## config.mk

```make
export PLATFORM = sky130hd
export DESIGN_NAME = kmm_cell
export DESIGN_NICKNAME = d
export VERILOG_FILES = /design/src/design/kmm_pkg.sv /design/src/design/kmm_cell.sv
export SDC_FILE = /design/constraint.sdc
export NUM_CORES = 1
export LEC_CHECK = 0
export BUFFER_PORTS_ARGS = -buffer_cell sky130_fd_sc_hd__buf_2
export CORE_UTILIZATION = 40
export CTS_BUF_LIST = sky130_fd_sc_hd__clkbuf_8
export CTS_CLUSTER_SIZE = 10
export DETAILED_ROUTE_END_ITERATION = 7
export PLACE_DENSITY = 0.78
export RECOVER_POWER = 25
export SLEW_MARGIN = 15
export SYNTH_ARGS = -nofsm -noshare
export SYNTH_HDL_FRONTEND = slang
export SYNTH_SLANG_ARGS = --single-unit
```

## constraint.sdc

```tcl
create_clock -name clk_i -period 4.1 [get_ports clk_i]
set_clock_uncertainty 0.2 [all_clocks]
set_input_delay 0.41 -clock clk_i [delete_from_list [all_inputs] [get_ports clk_i]]
set_output_delay 0.41 -clock clk_i [all_outputs]
set_load 0.005 [all_outputs]
```

## src/design/kmm_pkg.sv

```systemverilog
// Shared constants and types for the k-mer minimizer block.
package kmm_pkg;

  localparam int unsigned HASH_W     = 64;
  localparam int unsigned BASE_W     = 2;
  localparam int unsigned OUT_POS_W  = 32;
  localparam int unsigned KMER_MAX   = 32;
  localparam int unsigned LEN_W      = 6;
  localparam int unsigned FILL_W     = 7;
  localparam int unsigned CFG_IDX_W  = 1;

  localparam logic [HASH_W-1:0] HASH_SEED = 64'h8F3F73B5CF1C9ADE;
  localparam logic [FILL_W-1:0] FILL_CAP  = 7'd127;

  localparam logic [LEN_W-1:0] KMER_LEN_RST = 6'd12;
  localparam logic [LEN_W-1:0] WIN_LEN_RST  = 6'd20;

  // register indexes on the config port
  localparam logic [CFG_IDX_W-1:0] CFG_KMER_LEN = 1'b0;
  localparam logic [CFG_IDX_W-1:0] CFG_WIN_LEN  = 1'b1;

  localparam int unsigned MAX_WINDOW_KMERS_DEF = 32;
  localparam int unsigned POSITION_BITS_DEF    = 32;

  // per-cell control from the sequencer
  typedef struct packed {
    logic shift;   // take the neighbor's hash
    logic in_win;  // cell lies inside the current window
  } cell_ctl_t;

endpackage

```

## src/design/kmm_cell.sv

```systemverilog
// One hash cell: holds a k-mer hash and folds it into the passing min token.
module kmm_cell #(
  parameter int unsigned IDX_W    = 5,
  parameter int unsigned CELL_IDX = 0
) (
  input  logic                         clk_i,
  input  logic                         rst_ni,
  input  kmm_pkg::cell_ctl_t           ctl_i,
  input  logic [kmm_pkg::HASH_W-1:0]   hash_i,
  output logic [kmm_pkg::HASH_W-1:0]   hash_o,
  input  logic                         tok_vld_i,
  input  logic                         tok_has_i,
  input  logic [kmm_pkg::HASH_W-1:0]   tok_min_i,
  input  logic [IDX_W-1:0]             tok_at_i,
  output logic                         tok_vld_o,
  output logic                         tok_has_o,
  output logic [kmm_pkg::HASH_W-1:0]   tok_min_o,
  output logic [IDX_W-1:0]             tok_at_o
);

  logic [kmm_pkg::HASH_W-1:0] hash_q;
  logic                       tok_vld_q;
  logic                       tok_has_q;
  logic [kmm_pkg::HASH_W-1:0] tok_min_q;
  logic [IDX_W-1:0]           tok_at_q;
  logic                       take;

  // strict compare: on a tie the older (upstream) entry wins
  assign take = ctl_i.in_win && (!tok_has_i || (hash_q < tok_min_i));

  always_ff @(posedge clk_i) begin
    if (ctl_i.shift) begin
      hash_q <= hash_i;
    end
  end

  always_ff @(posedge clk_i or negedge rst_ni) begin
    if (!rst_ni) begin
      tok_vld_q <= 1'b0;
    end else begin
      tok_vld_q <= tok_vld_i;
    end
  end

  always_ff @(posedge clk_i) begin
    if (tok_vld_i) begin
      tok_has_q <= tok_has_i || take;
      tok_min_q <= take ? hash_q : tok_min_i;
      tok_at_q  <= take ? IDX_W'(CELL_IDX) : tok_at_i;
    end
  end

  assign hash_o    = hash_q;
  assign tok_vld_o = tok_vld_q;
  assign tok_has_o = tok_has_q;
  assign tok_min_o = tok_min_q;
  assign tok_at_o  = tok_at_q;

endmodule

```

==> results of run 1 <==
-- through the flow --
step | instances | hold WS (ns) | utilization, % | area (µm²)
global route | 1017 | 0.0245 | 58.3 | 9220
floorplan | 436 | -0.0856 | - | 6460
detailed placement | 921 | -0.00967 | 51.3 | 8110
finish | 1017 | 0.0496 | 58.3 | 9220
global placement | 921 | -0.0152 | 51.3 | 8110
CTS | 1017 | 0.0130 | 58.3 | 9230
-- cell usage after synthesis (6+ instances only) --
| library cell | count |
|---|---|
| edfxtp_1 | 134 |
| inv_1 | 69 |
| ha_1 | 63 |
| mux2_2 | 59 |
| a21oi_1 | 23 |
| nand2_1 | 11 |
| nand4_1 | 9 |
| o21ai_0 | 7 |
| nand3_1 | 6 |
-- cells in the final DEF (no fill, tap or decap), drive strengths merged, types with 5 or more instances in the layout --
master / Yosys / routed
mux2: 64 / 64
dlygate4sd3: 0 / 65
buf: 7 / 273
bufinv: 0 / 6
and2: 5 / 5
nor2: 5 / 5
nand2: 11 / 11
nand3: 6 / 6
a21o: 5 / 5
a21oi: 23 / 23
edfxtp: 134 / 134
o21ai: 7 / 7
ha: 63 / 63
nand4: 9 / 9
clkbuf: 0 / 20
inv: 69 / 70
clkinv: 0 / 5
-- metal layers --
layer	wire length [µm]	GRT usage, %
met1	6220	19.8
met2	8310	35.6
met3	1270	6.90
met4	461	9.00
met5	0	0
-- registers in the layout, indices dropped and copies added, names as in the netlist --
signal,cells
tok_min_o,64
tok_has_o,1
tok_vld_o,1
hash_o,64
tok_at_o,5
-- final timing paths --
kind / slack (ns) / end
worst min-delay path: 0.05 / tok_at_o[4]
max in group asynchronous: 3.55 / tok_vld_o
worst max register to register: 0.76 / tok_min_o[41]
worst min register to register: 0.42 / tok_min_o[43]
min in group asynchronous: 0.06 / tok_vld_o
worst max-delay path: 0.76 / tok_min_o[41]
-- layout make-up --
cell class | instances | area [µm²] | share of cell area, %
clock buffers | 17 | 234 | 2.54
clock inverters | 14 | 230 | 2.50
inverters | 69 | 259 | 2.81
multi-input cells | 225 | 2120 | 23.0
flip-flops and latches | 135 | 4050 | 43.9
well taps | 216 | 270 | 2.93
repair buffers | 341 | 2060 | 22.3
-- cell families (layout without fill, tap and decap cells) --
logic type,Yosys count,after routing
multiplexers,64,64
adder cells (fa/ha/maj),63,63
buffers and inverters,76,441
AO/OA/AOI/OAI,50,50
flip-flops,135,135
AND/OR/NAND/NOR,48,48
-- repair_timing --
item	4_1_cts	5_1_grt
resized for setup	0	0
setup endpoints to repair	0	0
buffers inserted	0	0
hold buffers	65	0
endpoints found under the hold margin	65	0
-- power by group through the flow --
stage / registers [µW] / clock network (µW) / logic, µW
final: 1720 / 1310 / 591
after global placement: 1750 / 0 / 529
after global routing: 1740 / 1380 / 660
after CTS: 1720 / 1340 / 597
after floorplan: 1760 / 0 / 251
after detailed placement: 1750 / 0 / 544
==> metrics.yaml, run 1 <==
synthesis:
  async_reset_ff_share_pct: 0.741
  yosys.area_share.simple_pct: 4.03
  synth_compound_area_share_pct: 5.01
  synth_area_um2: 6460
  synth_top_family_by_area: "adder cells"
  synthXorXnorAreaFrac_pct: 0
  synth_area_per_cell_um2: 14.8
  synth_cell_types: 34
  ys_seq_area_share_pct: 62.6
  yosys_warnings: 0
  dominantRegCellSynth: "edfxtp_1"
  synth-edff-count: 134
  synthDominantCellAreaShare_pct: 62.3
  ys_ff_latch: 135
  synth_nets: 638
  synth_top_cell_by_area: "edfxtp_1"
  muxShareOfSynthArea_pct: 11.4
  syn_inst: 436
  yosys-top-cells-area: "edfxtp_1 62%, ha_1 12%, mux2_2 10%, inv_1 4.0%, a21oi_1 1.8%"
  synth_fa_ha_area_share_pct: 12.2
placement:
  place.gp.congestion: 0.756
  dpl.hpwl_um: 11400
  place_ws_ns: 0.621
  portBuffers: 273
clock_network:
  cts_tree: "yes"
  cts.clk_slew.worst_paths_ns: 0.08
  numCtsBuffers: 17
  worstSkewPairLatency_ns: 0.45
  cts-root-buf: "clkbuf_8"
  htree_num_levels: 4
  clock_path_buffers: 2
  cts_num_sinks: 135
setup_path:
  crit_path_max_incr_delay_ns: 0.58
  cp_cell_sequence: "ha_1 -> and4_1 -> nor4bb_1 -> nand4_1 -> o221ai_1 -> a221oi_2 -> o22ai_4 -> buf_12 -> mux2_2"
  crit_start: "hash_o[29]"
  critPathTopFamily: "simple AND/OR/NAND/NOR gates"
  path_depth: 9
  path_class: "flip-flop to flip-flop"
  r2r_cells: 9
  cp.arrival_ns: 3.34
  cp_max_fo: 35
  end_kind: "flip-flop"
  cp_slowest_cell: "nor4bb_1"
  cp_num_buf_inv: 1
  r2r_start: "hash_o[29]"
  cp.required_ns: 4.09
  cp-start-kind: "flip-flop"
power:
  fin_total_pwr_uw: 3620
  p_sw_uw: 855
  ir_worst_vdd_mv: 0.307
  p_sw_share_pct: 23.6
  p_comb_share_pct: 16.3
  pwr-share-clk_pct: 36.1
  p_leak_uw: 0.00424
  powerDensity_nw_per_um2: 392
  seq_power_share_pct: 47.6
  internal_power_uw: 2770
timing:
  fin_setup_tns_ns: 0
  rsz0062_at_grt: "no"
  tightest_slew_ns: 1.96
  finalWorstSetupSlack_ns: 0.755
  slew_headroom_pct: -30.5
  setup_violations: 0
  slew_viol_final: 72
  finalCritPeriodShare_pct: 81.6
  period_needed_ns: 3.34
  fmax_mhz: 299
  final-hold-violation-count: 0
floorplan:
  dieArea_um2: 16700
  die_h_um: 129
  core_area_um2: 15800
  die_w_um: 129
  num_rows: 46
  io_pins: 274
  start_util_pct: 40.8
drt:
  via_count: 4814
  drtIter0Drc: 147
  dr.pass1.iters: 4
  drc: 0
  vias_per_cell: 4.73
  routedWlPerCell_um: 16.0
  antenna_left: 0
  postRouteWirelength_um: 16300
global_routing:
  antenna_found_initial: 0
  grt_max_degree: 72
  grt_use_total_pct: 19.5
  grt_overflow: 0
  grt_pass1_wl_um: 24100
  grt_pass1_vias: 5076
run_status:
  violations: "max-capacitance violations, max-slew violations"
  run_status: "finished with violations"
cells_and_area:
  finalNetCount: 991
  syn2layout_area_growth_pct: 42.7
  antenna-diode-count: 0
  drive_above_1_share_pct: 46.1
  fill_cells: 1262
worst_hold_path:
  hold_start: "tok_at_i[4]"
  min_path_cells: 2
  hp-class: "primary input to flip-flop"
run:
  maxCapViolations: 1
No activity file was read; power rests on OpenSTA's default activity.
==> run 2, diff against run 1 <==
==> constraint.sdc (replaced) <==
create_clock -name clk_i -period 3.4 [get_ports clk_i]
set_clock_uncertainty 0.2 [all_clocks]
set_input_delay 0.34 -clock clk_i [delete_from_list [all_inputs] [get_ports clk_i]]
set_output_delay 0.34 -clock clk_i [all_outputs]
set_load 0.005 [all_outputs]
==> metrics.yaml, run 2 (synthesized netlist as in run 1, its figures left out) <==
run:
  maxCapViolations: 2  # +1
power:
  seq_power_share_pct: 47.6  # about the same
  p_sw_uw: 1100  # +29%
  internal_power_uw: 3290  # +19%
  powerDensity_nw_per_um2: 442  # +13%
  p_sw_share_pct: 25.1  # +1.5 points
  pwr-share-clk_pct: 32.6  # -3.5 points
  ir_worst_vdd_mv: 0.330  # +7.4%
  p_leak_uw: 0.00457  # +7.7%
  p_comb_share_pct: 19.8  # +3.5 points
placement:
  portBuffers: 273  # unchanged
  dpl.hpwl_um: 11600  # +1.8%
  place.gp.congestion: 0.793  # +5.0%
  place_ws_ns: 0.182  # -0.439 ns
setup_path:
  rrSetupSlack_ns: 0.10  # -0.66 ns
  r2r_start: "hash_o[45]"
  r2r_cells: 10  # +1
  worstReg2RegEnd: "tok_min_o[35]"
  cp.required_ns: 3.39  # -0.70 ns
  path_class: "primary input to flip-flop"
  cp_slowest_cell: "dlygate4sd3_1"
  end_kind: "flip-flop"
  cp-start-kind: "primary input"
  path_depth: 13  # +4
  crit_start: "tok_min_i[45]"
  cp.arrival_ns: 3.36  # +0.02 ns
  cp_max_fo: 8  # -77%
  setup.worst_path.end: "tok_min_o[35]"
  critPathTopFamily: "compound AO/OA/AOI/OAI gates"
  cp_cell_sequence: "dlygate4sd3_1 -> buf_2 -> inv_2 -> ha_4 -> a21o_1 -> a21oi_2 -> o221ai_2 -> a2111o_1 -> a221oi_2 -> o22ai_4 -> buf_12 -> clkbuf_16 -> mux2_4"
  crit_path_max_incr_delay_ns: 0.54  # -0.04 ns
  cp_num_buf_inv: 5  # +4
cells_and_area:
  syn2layout_area_growth_pct: 53.7
  drive_above_1_share_pct: 45.9  # -0.19 points
  finalNetCount: 1037  # +4.6%
  mostFrequentLayoutCells: "263 x buf_2, 134 x edfxtp_1, 101 x dlygate4sd3_1"
  final_common_cell: "buf_2"
global_routing:
  grt_use_total_pct: 21.0  # +1.5 points
  grt_pass1_vias: 5274  # +3.9%
  grt_pass1_wl_um: 26100  # +8.3%
  grt_overflow: 0  # unchanged
  antenna_found_initial: 1  # +1
  grt_max_degree: 72  # unchanged
drt:
  dr.pass1.iters: 4  # unchanged
  postRouteWirelength_um: 18900  # +16%
  antenna_left: 0  # unchanged
  via_count: 5107  # +6.1%
  routedWlPerCell_um: 17.7  # +11%
  vias_per_cell: 4.80  # +1.3%
  drtIter0Drc: 183  # +24%
  drc: 0  # unchanged
floorplan:
  num_rows: 46  # unchanged
  die_w_um: 129  # unchanged
  core_area_um2: 15800  # unchanged
  io_pins: 274  # unchanged
  start_util_pct: 40.8  # unchanged
  die_h_um: 129  # unchanged
  dieArea_um2: 16700  # unchanged
clock_network:
  cts_tree: "yes"
  numCtsBuffers: 17  # unchanged
  cts-root-buf: "clkbuf_8"
  clock_path_buffers: 2  # unchanged
  worstSkewPairLatency_ns: 0.44  # about the same
  cts_num_sinks: 135  # unchanged
  htree_num_levels: 4  # unchanged
  cts.clk_slew.worst_paths_ns: 0.08  # about the same
timing:
  slew_viol_final: 106  # +47%
  setup_violations: 0  # unchanged
  finalWorstSetupSlack_ns: 0.0313  # -0.724 ns
  slew_headroom_pct: -43.7  # -13 points
  tightest_slew_ns: 2.16  # +0.198 ns
  finalCritPeriodShare_pct: 99.1
  whs_ns: 0.0176  # -0.0320 ns
  fmax_mhz: 297
  final-hold-violation-count: 0  # unchanged
  period_needed_ns: 3.37
run_status:
  run_status: "finished with violations"
  violations: "max-capacitance violations, max-slew violations"
worst_hold_path:
  hp-class: "primary input to flip-flop"
-- run 2: cell count changes in the layout (fill, tap and decap cells not counted), sizes merged --
cell | before | now
clkbuf | 20 | 28
diode | 0 | 1
dlygate4sd3 | 65 | 101
clkinv | 5 | 7
inv | 70 | 71
buf | 273 | 274
bufinv | 6 | 4
dlymetal6s4s | 0 | 1
-- run 2: per-layer routing --
metal	vias up	part of all wire, %	track usage [%]
met5	-	0	0
met4	0	1.9	8.72
met3	33	6.1	5.90
met2	224	53	39.5
met1	2424	39	21.8
li1	2426	-	-
-- run 2: power by group through the flow --
stage / sequential [µW] / clock [µW] / combinational, µW
after CTS: 2080 / 1460 / 758
after global placement: 2110 / 0 / 645
after detailed placement: 2110 / 0 / 660
after global routing: 2100 / 1520 / 957
final: 2090 / 1430 / 869
after floorplan: 2120 / 0 / 303
-- run 2: through the flow --
stage	setup TNS [ns]	instance area [µm²]	std cells	util [%]	total power, µW
after CTS	0	9580	1057	60.5	4300
after floorplan	0	6460	436	-	2420
final	0	9940	1065	62.8	4390
after detailed placement	0	8140	923	51.4	2770
after global routing	-0.0721	9940	1065	62.8	4570
after global placement	0	8140	923	51.4	2760
-- run 2: final cells by class --
cell class,instances,area [µm²]
fill,1182,5890
sequential,135,4050
timing repair buffer,387,2660
multi-input combinational,225,2270
tap,216,270
inverter,69,259
clock buffer,17,234
clock inverter,15,185
antenna,1,2.50
-- run 2: timing repair --
action | 4_1_cts | 5_1_grt
gates resized for setup | 0 | 34
setup buffers | 0 | 4
endpoints found under the hold margin | 100 | 0
hold buffers | 102 | 0
endpoints found under the setup margin | 0 | 64
-- run 2: how the worst min path moves through the flow --
stage | from | cells after the start | slack [ns] | to
finish | tok_min_i[21] | 2 | 0.02 | tok_min_o[21]
global route | tok_min_i[1] | 2 | 0.002 | tok_min_o[1]
CTS | tok_min_i[34] | 2 | 0.0002 | tok_min_o[34]
detailed placement | rst_ni | 1 | -0.08 | tok_vld_o
global placement | rst_ni | 1 | -0.09 | tok_vld_o
floorplan | rst_ni | 0 | -0.16 | tok_vld_o
==> run 3, diff against run 2 <==
==> constraint.sdc (replaced) <==
create_clock -name clk_i -period 3.1 [get_ports clk_i]
set_clock_uncertainty 0.2 [all_clocks]
set_input_delay 0.31 -clock clk_i [delete_from_list [all_inputs] [get_ports clk_i]]
set_output_delay 0.31 -clock clk_i [all_outputs]
set_load 0.005 [all_outputs]
==> metrics.yaml, run 3 (synthesized netlist as in run 1, its figures left out) <==
run_status:
  violations: "max-capacitance violations, max-slew violations, negative setup slack"
  run_status: "finished with violations"
floorplan:
  die_h_um: 129  # unchanged
  die_w_um: 129  # unchanged
  core_area_um2: 15800  # unchanged
  dieArea_um2: 16700  # unchanged
  num_rows: 46  # unchanged
  start_util_pct: 40.8  # unchanged
  io_pins: 274  # unchanged
cells_and_area:
  final_area_um2: 10500  # +5.9%
  mostFrequentLayoutCells: "269 x buf_2, 137 x dlygate4sd3_1, 134 x edfxtp_1"
  syn2layout_area_growth_pct: 62.9
  fin_util_pct: 66.5  # +3.7 points
  antenna-diode-count: 0  # -1
  drive_above_1_share_pct: 45.7  # -0.18 points
  final_common_cell: "buf_2"
  finalNetCount: 1095  # +5.6%
  fill_cells: 1097  # -7.2%
clock_network:
  clock_path_buffers: 2  # unchanged
  numCtsBuffers: 17  # unchanged
  cts.clk_slew.worst_paths_ns: 0.08  # about the same
  worstSkewPairLatency_ns: 0.45  # about the same
  htree_num_levels: 4  # unchanged
  cts_tree: "yes"
  cts-root-buf: "clkbuf_8"
  cts_num_sinks: 135  # unchanged
power:
  p_leak_uw: 0.00493  # +8.0%
  powerDensity_nw_per_um2: 456  # +3.2%
  fin_total_pwr_uw: 4800  # +9.3%
  ir_worst_vdd_mv: 0.437  # +33%
drt:
  drc: 0  # unchanged
  dr.pass1.iters: 5  # +1
  antenna_left: 0  # unchanged
  postRouteWirelength_um: 20000  # +6.2%
  drtIter0Drc: 204  # +11%
  vias_per_cell: 4.84  # +0.89%
  via_count: 5428  # +6.3%
  routedWlPerCell_um: 17.9  # +0.78%
timing:
  slew_headroom_pct: -31.5  # +12 points
  setup_violations: 68  # +68
  fin_setup_tns_ns: -6.06  # -6.06 ns
  slew_viol_final: 103  # -2.8%
  fmax_mhz: 309
  rsz0062_at_grt: "yes"
  final-hold-violation-count: 0  # unchanged
  period_needed_ns: 3.23
  finalWorstSetupSlack_ns: -0.131  # -0.162 ns
  tightest_slew_ns: 1.97  # -0.183 ns
  finalCritPeriodShare_pct: 104
setup_path:
  r2r_cells: 10  # unchanged
  cp.arrival_ns: 3.23  # -0.13 ns
  cp.required_ns: 3.09  # -0.30 ns
  cp_max_fo: 9  # +1
  path_class: "flip-flop to flip-flop"
  cp-start-kind: "flip-flop"
  end_kind: "flip-flop"
placement:
  portBuffers: 273  # unchanged
  dpl.hpwl_um: 11500  # -1.1%
  place_ws_ns: -0.0710  # -0.253 ns
  place_area_um2: 8170  # +0.37%
  place.gp.congestion: 0.800  # +0.83%
global_routing:
  grt_pass1_vias: 5753  # +9.1%
  antenna_found_initial: 0  # -1
  grt_pass1_wl_um: 28900  # +11%
  grt_max_degree: 72  # unchanged
  grt_use_total_pct: 23.5  # +2.5 points
  grt_overflow: 0  # unchanged
run:
  maxCapViolations: 2  # unchanged
worst_hold_path:
  min_path_cells: 2  # unchanged
  hp-class: "primary input to flip-flop"
==> run 3: changes by cell type in the layout (fill, tap and decap cells not counted), moves of 3 or more <==
cell	change
clkbuf_16	-3
and2_1	-5
mux2_2	-28
dlygate4sd3_1	+36
buf_4	+16
and2_4	+5
buf_16	+5
mux2_4	+28
buf_2	+6
==> run 3: cell type report <==
cell class                 count  area [µm²]  area share, %
multi-input combinational    225        2360           22.4
tap                          216         270           2.57
clock buffer                  17         234           2.22
clock inverter                15         138           1.31
inverter                      69         259           2.46
sequential                   135        4050           38.5
timing repair buffer         445        3210           30.5
==> run 3: critical path, cell delays in order (launching register included) <==
cell,delay [ns]
edfxtp_1,0.44
ha_1,0.33
a21oi_1,0.14
o21a_1,0.14
o221ai_2,0.11
a2111o_1,0.48
a221oi_2,0.35
o22ai_4,0.14
buf_6,0.17
clkbuf_16,0.17
mux2_4,0.30
==> run 3: metal layers <==
metal | vias up | global-route usage [%] | wire length, µm
li1 | 2541 | - | -
met1 | 2613 | 23.6 | 7610
met2 | 233 | 44.2 | 10700
met3 | 41 | 7.14 | 1200
met4 | 0 | 10.7 | 543
met5 | - | 0 | 0
==> run 3: power breakdown <==
| group | internal (µW) | switching, µW | leakage (µW) |
|---|---|---|---|
| logic | 640 | 453 | 0.00343 |
| clock network | 699 | 716 | 0.000177 |
| registers | 2200 | 87.4 | 0.00133 |
| total | 3540 | 1260 | 0.00493 |
==> run 3: what timing repair did <==
action / CTS / global route
endpoints found under the hold margin: 135 / 0
cloned: 5 / 3
buffers inserted: 10 / 8
hold buffers: 137 / 0
pin swaps: 1 / 12
resized for setup: 13 / 51
setup endpoints to repair: 64 / 69
==> run 3: final timing paths <==
path / from / endpoint / slack (ns)
max reg2reg: hash_o[41] / tok_min_o[25] / -0.13
min in group asynchronous: rst_ni / tok_vld_o / 0.49
min reg2reg: hash_o[28] / tok_min_o[28] / 0.41
max: hash_o[41] / tok_min_o[25] / -0.13
min: hash_i[8] / hash_o[8] / 0.36
max in group asynchronous: rst_ni / tok_vld_o / 2.10
==> run 3: metrics by stage <==
step                      hold WS (ns)  std cells
after floorplan                 -0.186        436
after global placement          -0.116        927
after detailed placement        -0.113        927
after CTS                        0.265       1111
after global routing             0.346       1122
final                            0.362       1122
